File: config.mk
export PLATFORM = sky130hd
export DESIGN_NAME = maf_div
export DESIGN_NICKNAME = d
export VERILOG_FILES = /design/src/moving_average_filter_assert.svh /design/src/maf_pkg.sv /design/src/maf_div.sv
export SDC_FILE = /design/constraint.sdc
export NUM_CORES = 1
export LEC_CHECK = 0
export BUFFER_PORTS_ARGS = -buffer_cell sky130_fd_sc_hd__buf_2
export CAP_MARGIN = 15
export CORE_MARGIN = 2
export CORE_UTILIZATION = 35
export CTS_CLUSTER_DIAMETER = 40
export DETAILED_ROUTE_END_ITERATION = 7
export PLACE_DENSITY = 0.67
export SYNTH_ARGS = -nofsm -noshare
export SYNTH_HDL_FRONTEND = slang
export SYNTH_SLANG_ARGS = --single-unit
File: constraint.sdc
create_clock -name clk_i -period 2.95 [get_ports clk_i]
set_input_delay 0.295 -clock clk_i [delete_from_list [all_inputs] [get_ports clk_i]]
set_output_delay 0.295 -clock clk_i [all_outputs]
set_load 0.005 [all_outputs]
File: src/moving_average_filter_assert.svh
// ----------------------------------------------------------------------------
// Assertion macros for the moving average filter
// Concurrent checks that compile away when ASSERT_OFF is defined.
// ----------------------------------------------------------------------------
`ifndef MOVING_AVERAGE_FILTER_ASSERT_SVH
`define MOVING_AVERAGE_FILTER_ASSERT_SVH

`ifndef ASSERT_OFF

// same-cycle implication
`define MAF_ASSERT_IMP(lbl, clk, rst_n, ante, cons, msg) \
  lbl: assert property (@(posedge clk) disable iff (!rst_n) (ante) |-> (cons)) \
    else $error(msg);

// next-cycle implication
`define MAF_ASSERT_NXT(lbl, clk, rst_n, ante, cons, msg) \
  lbl: assert property (@(posedge clk) disable iff (!rst_n) (ante) |=> (cons)) \
    else $error(msg);

`else

`define MAF_ASSERT_IMP(lbl, clk, rst_n, ante, cons, msg)
`define MAF_ASSERT_NXT(lbl, clk, rst_n, ante, cons, msg)

`endif

`endif

File: src/maf_pkg.sv
// ----------------------------------------------------------------------------
// Moving average filter package
// Codes, fixed widths, state encoding and divider status shared by the block.
// ----------------------------------------------------------------------------
package maf_pkg;

  localparam int FUNC_W  = 2;
  localparam int COUNT_W = 32;
  localparam int APB_AW  = 3;
  localparam int APB_DW  = 32;

  localparam int WINDOW_RESET = 8;

  // word function codes
  localparam logic [FUNC_W-1:0] FUNC_SAMPLE = 2'd0;
  localparam logic [FUNC_W-1:0] FUNC_RESET  = 2'd1;
  localparam logic [FUNC_W-1:0] FUNC_INIT   = 2'd2;

  // register index (byte address bit 2)
  localparam logic REG_WINDOW = 1'b0;
  localparam logic REG_START  = 1'b1;

  typedef enum logic [2:0] {
    ST_IDLE,
    ST_EXEC,
    ST_START,
    ST_WAIT,
    ST_FINISH
  } maf_state_e;

  typedef struct packed {
    logic busy;
    logic done;
  } maf_div_stat_t;

endpackage

File: src/maf_div.sv
// ----------------------------------------------------------------------------
// Moving average filter divider
// Restoring unsigned divider, one quotient bit per cycle.
// ----------------------------------------------------------------------------
module maf_div
  import maf_pkg::*;
#(
  parameter int DIVIDEND_W = 24,
  parameter int DIVISOR_W  = 9
) (
  input  logic                  clk_i,
  input  logic                  rst_ni,
  input  logic                  start_i,
  input  logic [DIVIDEND_W-1:0] dividend_i,
  input  logic [DIVISOR_W-1:0]  divisor_i,
  output maf_div_stat_t         stat_o,
  output logic [DIVIDEND_W-1:0] quotient_o
);

  localparam int CW = $clog2(DIVIDEND_W + 1);

  logic                  busy_q, busy_d;
  logic                  done_q, done_d;
  logic [CW-1:0]         cnt_q, cnt_d;
  logic [DIVISOR_W-1:0]  rem_q, rem_d;
  logic [DIVIDEND_W-1:0] quo_q, quo_d;
  logic [DIVISOR_W-1:0]  dvs_q, dvs_d;

  logic [DIVISOR_W:0]    trial;
  logic [DIVISOR_W:0]    diff;
  logic                  fits;

  assign trial = {rem_q, quo_q[DIVIDEND_W-1]};
  assign diff  = trial - {1'b0, dvs_q};
  assign fits  = trial >= {1'b0, dvs_q};

  always_comb begin
    busy_d = busy_q;
    done_d = 1'b0;
    cnt_d  = cnt_q;
    rem_d  = rem_q;
    quo_d  = quo_q;
    dvs_d  = dvs_q;
    if (start_i) begin
      busy_d = 1'b1;
      cnt_d  = CW'(DIVIDEND_W);
      rem_d  = '0;
      quo_d  = dividend_i;
      dvs_d  = divisor_i;
    end else if (busy_q) begin
      // shift in one dividend bit, subtract when the divisor fits
      rem_d = fits ? diff[DIVISOR_W-1:0] : trial[DIVISOR_W-1:0];
      quo_d = {quo_q[DIVIDEND_W-2:0], fits};
      cnt_d = cnt_q - CW'(1);
      if (cnt_q == CW'(1)) begin
        busy_d = 1'b0;
        done_d = 1'b1;
      end
    end
  end

  always_ff @(posedge clk_i or negedge rst_ni) begin
    if (!rst_ni) begin
      busy_q <= 1'b0;
      done_q <= 1'b0;
      cnt_q  <= '0;
    end else begin
      busy_q <= busy_d;
      done_q <= done_d;
      cnt_q  <= cnt_d;
    end
  end

  always_ff @(posedge clk_i) begin
    rem_q <= rem_d;
    quo_q <= quo_d;
    dvs_q <= dvs_d;
  end

  assign stat_o.busy = busy_q;
  assign stat_o.done = done_q;
  assign quotient_o  = quo_q;

endmodule

Word-level counts from Yosys, hierarchy flattened --
Cells that the tools add are included.
Storage, ports and cells: register bits 49, input bits 36, output and inout bits 26
Cells by class: magnitude comparators 1, eq/ne operators 1, muxes and demuxes 11, reductions and logical operators 1, $add $sub $neg 2
Operator list (count):
- $mux 24 | 2
- $ge 10x9->1 | 1
- $mux 5 | 2
- $mux 9 | 1
- $sub 9x9->9 | 1
- $mux 1 | 6
- $eq 5x1->1 const B | 1
- $sub 5x1->5 const B | 1
- $reduce_bool 2->1 | 1

Logic depth before layout (Yosys ltp) --
Gate-level depths: netlist (run 1).
depth after elaboration 4, mapped depth 9, depth with buffers taken out 9

Worst setup path before layout (run 1) --
No wires, ideal clock.
kind reg-to-reg, start point reg quo_q[23] (netlist: quotient_o[23]), end point reg quo_q[0] (netlist: quotient_o[0]) (data pin), clock period less this slack 2405 ps, cell stages (with the launch flop) 9, buffers on the path 0, data arrival time 2145 ps, data required time 2690 ps, setup time 260 ps, path slack 545 ps, cells stage by stage edfxtp_1 > inv_1 > ha_1 > inv_1 > fa_1 > a211oi_1 > o21a_1 > o211ai_2 > mux2_2
Between the ends: longest elaborated chain between the ends 3
RTL lines:
- start: declaration | line maf_div.sv:26 | logic [DIVIDEND_W-1:0] quo_q, quo_d;
- start signal: assignment | line maf_div.sv:76 | quo_q <= quo_d;
- $ge 10x9->1 | line maf_div.sv:35 | assign fits = trial >= {1'b0, dvs_q};
- $mux 24 | line maf_div.sv:50 | end else if (busy_q) begin
- $mux 24 | line maf_div.sv:44 | if (start_i) begin
- via quo_d[0] | line maf_div.sv:26
The timed path passes the listed nets, and every way through them passes these cells. The select of a mux whose other input is x is not followed. A chain may end at the register's enable or synchronous reset.

Worst setup path after layout (run 1) --
Ends and elaborated chain as after synthesis.

==> results of run 1 <==
## flip-flops by register name, indices dropped and copies added, names as in the netlist
register and cells:
busy_q 1, cnt_q 5, done_q 1, dvs_q 9, quotient_o 24, rem_q 9
## area by class of cell
cell class,instances,area [um2]
well taps,96,120
repair buffers,66,345
fillers,684,3880
multi-input cells,130,1080
clock buffers,5,68.8
flip-flops and latches,49,1350
clock inverters,3,22.5
inverters,13,48.8
## synthesized netlist by cell type (all sizes together), types with 2 or more instances
| library cell | n | area, um2 |
|---|---|---|
| a211oi | 9 | 67.6 |
| a21o | 2 | 15.0 |
| a21oi | 6 | 30.0 |
| a311oi | 4 | 41.3 |
| buf | 4 | 25.0 |
| clkbuf | 8 | 30.0 |
| dfrtp | 7 | 175 |
| dfxtp | 9 | 180 |
| edfxtp | 33 | 991 |
| ha | 11 | 138 |
| inv | 13 | 48.8 |
| mux2 | 25 | 282 |
| mux2i | 5 | 50.1 |
| nand2 | 6 | 22.5 |
| nand2b | 6 | 37.5 |
| nand3 | 3 | 15.0 |
| nand4b | 2 | 32.5 |
| nor2 | 18 | 67.6 |
| nor4b | 2 | 17.5 |
| o211a | 2 | 20.0 |
| o211ai | 4 | 35.0 |
| o21ai | 2 | 10.0 |
| o31ai | 2 | 15.0 |
| or3 | 2 | 17.5 |
| xnor2 | 4 | 35.0 |
| xor2 | 4 | 35.0 |
## per-stage QoR
step / total power, uW / util [%] / worst slack, ns / cell area [um2] / std cells
finish: 2260 / 43.9 / 0.433 / 3030 / 362
global route: 2420 / 43.9 / 0.282 / 3030 / 362
CTS: 2280 / 43.9 / 0.438 / 3030 / 362
detailed placement: 1860 / 42.4 / 0.449 / 2930 / 353
global placement: 1840 / 42.4 / 0.522 / 2930 / 353
floorplan: 1630 / - / 0.545 / 2530 / 204
## cells by family (layout without fill, tap and decap cells)
kind of cell,after synthesis,after routing,synth area share (%)
buffers and inverters,25,87,4.11
and+or+nand+nor,46,46,10.3
adders and majority gates,12,12,6.23
DFF,49,49,53.2
AOI/OAI and AO/OA,34,34,10.2
muxes,30,30,13.1
xor gates and xnor gates,8,8,2.77
## how the worst max path moves through the flow
| stage | start | to | slack (ns) | cells after the start |
|---|---|---|---|---|
| after floorplan | quotient_o[23]$_DFFE_PP_ | quotient_o[0]$_DFFE_PP_ | 0.55 | 8 |
| after global placement | quotient_o[23]$_DFFE_PP_ | quotient_o[0]$_DFFE_PP_ | 0.52 | 8 |
| after detailed placement | quotient_o[23]$_DFFE_PP_ | quotient_o[0]$_DFFE_PP_ | 0.45 | 8 |
| after CTS | quotient_o[23]$_DFFE_PP_ | quotient_o[0]$_DFFE_PP_ | 0.44 | 8 |
| after global routing | quotient_o[23]$_DFFE_PP_ | quotient_o[0]$_DFFE_PP_ | 0.28 | 8 |
| final | quotient_o[23]$_DFFE_PP_ | quotient_o[0]$_DFFE_PP_ | 0.43 | 8 |
## worst max-delay path: stages, from the launching register on
cell and delay (ns):
edfxtp_1 0.42, inv_1 0.07, ha_1 0.15, inv_1 0.05, fa_1 0.40, a211oi_1 0.30
o21a_1 0.26, o211ai_2 0.25, mux2_2 0.36
## per-layer routing
| layer | GRT usage, % | up-vias | wire length (um) |
|---|---|---|---|
| li1 | - | 875 | - |
| met1 | 15.6 | 817 | 2240 |
| met2 | 22.0 | 34 | 2480 |
| met3 | 2.77 | 9 | 150 |
| met4 | 6.11 | 0 | 106 |
| met5 | 0 | - | 0 |
## power breakdown
part / leakage (uW) / internal (uW) / switching, uW / total (uW)
clock network: 0.0000481 / 169 / 237 / 406
logic: 0.000754 / 429 / 465 / 894
registers: 0.000497 / 870 / 85.5 / 956
==> key figures, run 1 <==
Finish
  • Area Overhead vs Synth: 19.8%
  • Ant diodes: 0
  • Commonest non-fill, non-tap cell in the layout: buf_2
  • Layout cells sized above 1: 39.5%
  • Nets: 313
  • Commonest cells after routing, fill and taps aside: buf_2 (61), edfxtp_1 (33), mux2_2 (25)

Clocking
  • Clk root buf: clkbuf_8
  • Clock buffer depth: 2
  • Post-CTS Setup Bufs: 0
  • CTS buffer count: 5
  • Clock transition at path regs: 0.09 ns
  • Clock H-tree levels: 2
  • CTS sink count: 49
  • CTS tree: done
  • Clk_lat worst skew: 0.30 ns
  • CTS Hold Bufs: 1
  • Post-CTS resize count: 0

Global route
  • GRT Overall Usage: 12.9%
  • Initial antenna violation count: 0
  • GR Overflow Total: 0
  • Vias in the first global route: 1669
  • Global-route wire length before repair: 7.73 mm
  • Pin count of the biggest net entering global routing: 31

Critical path
  • Startpoint Class: flip-flop
  • Crit Path Max Fanout: 8
  • Flop-to-flop setup slack: 0.43 ns
  • FF-to-FF End: quotient_o[0]$_DFFE_PP_
  • Worst R2R Path Depth: 8
  • Crit Reg-Reg Startpoint: quotient_o[23]$_DFFE_PP_
  • Setup crit end kind: flip-flop
  • Worst setup path class: flip-flop to flip-flop
  • Arrival @ worst endpoint: 2.58 ns
  • CP required: 3.02 ns

Pwr
  • P_leak: 0.00130 uW
  • PD cells: 744 nW/um2
  • Maximum VDD drop: 283 uV

Die
  • Die X: 89 um
  • # rows: 30
  • IO Pins: 62
  • DIE HEIGHT: 89 um
  • Core area: 6910 um2
  • Die Footprint: 7920 um2
  • Initial core utilization: 36.6%

Synth
  • Syn_area_per_cell: 12.4 um2
  • Share of the yosys chip area belonging to registers: 53.2%
  • Mapped Area: 2530 um2
  • Net Count, Synth: 252
  • Synth async-reset ratio: 14.3%
  • Top FF cell, synth: edfxtp_1
  • Ys Warns: 0
  • Synth cell types: 43
  • #FFs+latches synth: 49
  • Cells after synthesis: 204
  • Post-synth EDFFs: 33

Timing
  • Hold Worst Slack: 0.158 ns
  • Final max-slew violation count: 0
  • Min Tclk post-route: 2.52 ns
  • RSZ-0062 raised after global routing: false
  • Layout Skew: 0.00360 ns
  • Fmax: 0.397 GHz
  • Hold Vio Cnt, Final: 0
  • Final count of negative-setup-slack endpoints: 0
  • Worst slew margin: 61.2%
  • Setup TNS: 0 ns
  • Worst-Margin Slew: 0.582 ns
  • Tcrit/Tclk final: 85.3%

Min path
  • Hold Path End: dvs_q[3]$_DFFE_PP_
  • Hold_sp: divisor_i[3]
  • Hold path depth: 1
  • Worst Hold Class: input pin to flip-flop

Route
  • DRC: 0
  • Vias per cell: 4.79
  • First drt pass iteration count: 4
  • Post-route ant nets: 0
  • Detailed router's first-iteration violation count: 50
  • Average routed wire per standard cell: 13.8 um
  • Overall routed net length: 4.98 mm
  • DR vias: 1735

Job
  • MaxCap Viol Count: 0

Placed design
  • RD Place Congestion: 0.856
  • HPWL after DPL: 3.61 mm
  • PortBufs: 61

Run status
  • Outcome: finished, final reports clean
Power figures use the tool's default switching activity.
==> inputs of run 2 (changes only) <==
--- a/config.mk
+++ b/config.mk
@@ -5,13 +5,12 @@
 export SDC_FILE = /design/constraint.sdc
 export NUM_CORES = 1
 export LEC_CHECK = 0
-export BUFFER_PORTS_ARGS = -buffer_cell sky130_fd_sc_hd__buf_2
 export CAP_MARGIN = 15
-export CORE_MARGIN = 2
 export CORE_UTILIZATION = 35
 export CTS_CLUSTER_DIAMETER = 40
 export DETAILED_ROUTE_END_ITERATION = 7
-export PLACE_DENSITY = 0.67
+export DONT_BUFFER_PORTS = 1
+export PLACE_DENSITY = 0.6
 export SYNTH_ARGS = -nofsm -noshare
 export SYNTH_HDL_FRONTEND = slang
 export SYNTH_SLANG_ARGS = --single-unit
==> key figures, run 2 (synthesis gave the netlist of run 1 again) <==
Finish
  • Layout fillers: 644 (-5.8%)
  • Layout cells sized above 1: 20.2% (-19 points)
  • Ant diodes: 0 (unchanged)
  • Commonest non-fill, non-tap cell in the layout: edfxtp_1
  • Layout Cells excl Fill: 299 (-17%)
  • Max reg flops: 24 (unchanged)
  • Area Overhead vs Synth: 7.03%
  • Commonest cells after routing, fill and taps aside: edfxtp_1 (33), mux2_2 (25), nor2_1 (18)
  • Nets: 250 (-20%)
  • Design Area, Final: 2710 um2 (-11%)

Clocking
  • CTS Hold Bufs: 1 (unchanged)
  • CTS tree: done
  • Clock transition at path regs: 0.09 ns (about the same)
  • Post-CTS resize count: 0 (unchanged)
  • Clock buffer depth: 2 (unchanged)
  • Clk root buf: clkbuf_8
  • Clock H-tree levels: 2 (unchanged)
  • CTS sink count: 49 (unchanged)
  • Clk_lat worst skew: 0.30 ns (about the same)
  • CTS buffer count: 5 (unchanged)
  • Post-CTS Setup Bufs: 0 (unchanged)

Die
  • Initial core utilization: 36.8% (+0.20 points)
  • Die X: 87 um (-2.2%)
  • DIE HEIGHT: 87 um (-2.2%)
  • IO Pins: 62 (unchanged)
  • Die Footprint: 7570 um2 (-4.4%)
  • # rows: 30 (unchanged)
  • Core area: 6870 um2 (-0.54%)

Critical path
  • CP max stage cell: edfxtp_1
  • Critical Path Source: quotient_o[23]$_DFFE_PP_
  • FF-to-FF End: quotient_o[0]$_DFFE_PP_
  • Top cell by count, worst path: inv_1
  • Flop-to-flop setup slack: 0.37 ns (-0.06 ns)
  • Crit Path Max Fanout: 8 (unchanged)
  • Worst-path cell chain: inv_1 -> ha_1 -> inv_1 -> fa_1 -> a211oi_1 -> o21a_1 -> o211ai_2 -> mux2_2
  • Arrival @ worst endpoint: 2.63 ns (+0.05 ns)
  • Critical Path Stages: 8 (unchanged)
  • CP peak stage delay: 0.45 ns (+0.03 ns)
  • CP required: 3.00 ns (-0.02 ns)
  • Delay-heaviest family, CP: compound AO/OA/AOI/OAI gates
  • CP bufs+invs: 2 (unchanged)
  • Worst setup path class: flip-flop to flip-flop
  • CP endpoint: quotient_o[0]$_DFFE_PP_
  • Worst R2R Path Depth: 8 (unchanged)
  • Setup crit end kind: flip-flop
  • Crit Reg-Reg Startpoint: quotient_o[23]$_DFFE_PP_
  • Startpoint Class: flip-flop

Pwr
  • Clock Power Share: 18.0% (about the same)
  • Flop pwr share: 44.9% (+2.5 points)
  • Net Switching: 740 uW (-6.0%)
  • Maximum VDD drop: 356 uV (+26%)
  • Comb pwr share: 37.2% (-2.4 points)
  • Total internal power: 1420 uW (-3.1%)
  • PD cells: 799 nW/um2 (+7.3%)
  • Sw Ratio: 34.2% (-0.68 points)
  • P_leak: 0.00104 uW (-20%)

Placed design
  • DP Area: 2610 um2 (-11%)
  • RD Place Congestion: 0.771 (-9.9%)
  • HPWL after DPL: 3.05 mm (-16%)
  • PortBufs: 0 (-100%)
  • Cells after DPL: 290 (-18%)

Global route
  • GRT Overall Usage: 12.4% (-0.54 points)
  • Vias in the first global route: 1535 (-8.0%)
  • Pin count of the biggest net entering global routing: 51 (+65%)
  • Global-route wire length before repair: 7.16 mm (-7.4%)
  • Initial antenna violation count: 0 (unchanged)
  • GR Overflow Total: 0 (unchanged)

Job
  • MaxCap Viol Count: 0 (unchanged)

Run status
  • Outcome: finished, final reports clean

Route
  • Overall routed net length: 4.35 mm (-13%)
  • Met3 WL: 147 um (-2.0%)
  • Average routed wire per standard cell: 14.6 um (+5.8%)
  • DRC: 0 (unchanged)
  • Top sig layer: met4
  • Met1 wire length: 2.03 mm (-9.3%)
  • Met2 WL: 2.14 mm (-14%)
  • Detailed router's first-iteration violation count: 71 (+42%)
  • DR vias: 1498 (-14%)
  • Post-route ant nets: 0 (unchanged)
  • First drt pass iteration count: 4 (unchanged)
  • Vias per cell: 5.01 (+4.5%)

Timing
  • Setup TNS: 0 ns (unchanged)
  • Fmax: 0.388 GHz (-2.2%)
  • Final count of negative-setup-slack endpoints: 0 (unchanged)
  • Hold Worst Slack: 0.0730 ns (-0.0845 ns)
  • Worst-Margin Slew: 0.558 ns (-0.0242 ns)
  • RSZ-0062 raised after global routing: false
  • Worst slew margin: 62.8% (+1.6 points)
  • Min Tclk post-route: 2.58 ns (+0.0577 ns)
  • Tcrit/Tclk final: 87.3% (+2.0 points)
  • Layout Skew: 0.00644 ns (+0.00285 ns)
  • Hold Vio Cnt, Final: 0 (unchanged)
  • Final max-slew violation count: 0 (unchanged)

Min path
  • Worst Hold Class: input pin to flip-flop
  • Hold path depth: 1 (unchanged)
[run 2: cell types whose count changed in the layout (fill, tap and decap cells not counted), sizes merged]
cell      delta
buf         -63
clkinv       -3
clkinvlp     +2
clkbuf       +1
[run 2: worst min-delay path by stage]
stage | startpoint | endpoint | slack (ns)
floorplan | rst_ni | busy_q$_DFF_PN0_ | -0.0006
global placement | rst_ni | done_q$_DFF_PN0_ | -0.0005
detailed placement | rst_ni | done_q$_DFF_PN0_ | -0.0004
CTS | start_i | rem_q[3]$_SDFFE_PP0P_ | 0.05
global route | start_i | cnt_q[0]$_DFFE_PN0P_ | 0.05
finish | start_i | rem_q[4]$_SDFFE_PP0P_ | 0.07
[run 2: power groups by stage]
stage	clock network [uW]	registers (uW)	logic, uW
detailed placement	0	985	804
global route	432	992	905
global placement	0	985	791
finish	389	970	803
CTS	407	972	810
floorplan	0	957	672
[run 2: per-stage QoR]
stage	power, uW	worst slack, ns	utilization (%)
finish	2160	0.375	39.4
global route	2330	0.241	39.4
CTS	2190	0.350	39.4
detailed placement	1790	0.370	38.0
global placement	1780	0.445	38.0
floorplan	1630	0.545	-
[run 2: final cells by class]
| cell class | instances | area (um2) | area share (%) |
|---|---|---|---|
| Sequential cell | 49 | 1350 | 49.7 |
| Timing Repair Buffer | 3 | 25.0 | 0.925 |
| Clock buffer | 6 | 72.6 | 2.68 |
| Inverter | 13 | 48.8 | 1.80 |
| Clock inverter | 2 | 15.0 | 0.555 |
| Tap cell | 96 | 120 | 4.44 |
| Multi-Input combinational cell | 130 | 1080 | 39.9 |
[run 2: metal layers]
metal / up-vias / track usage, %
li1: 741 / -
met5: - / 0
met3: 4 / 3.13
met1: 719 / 15.2
met4: 0 / 3.64
met2: 34 / 21.3
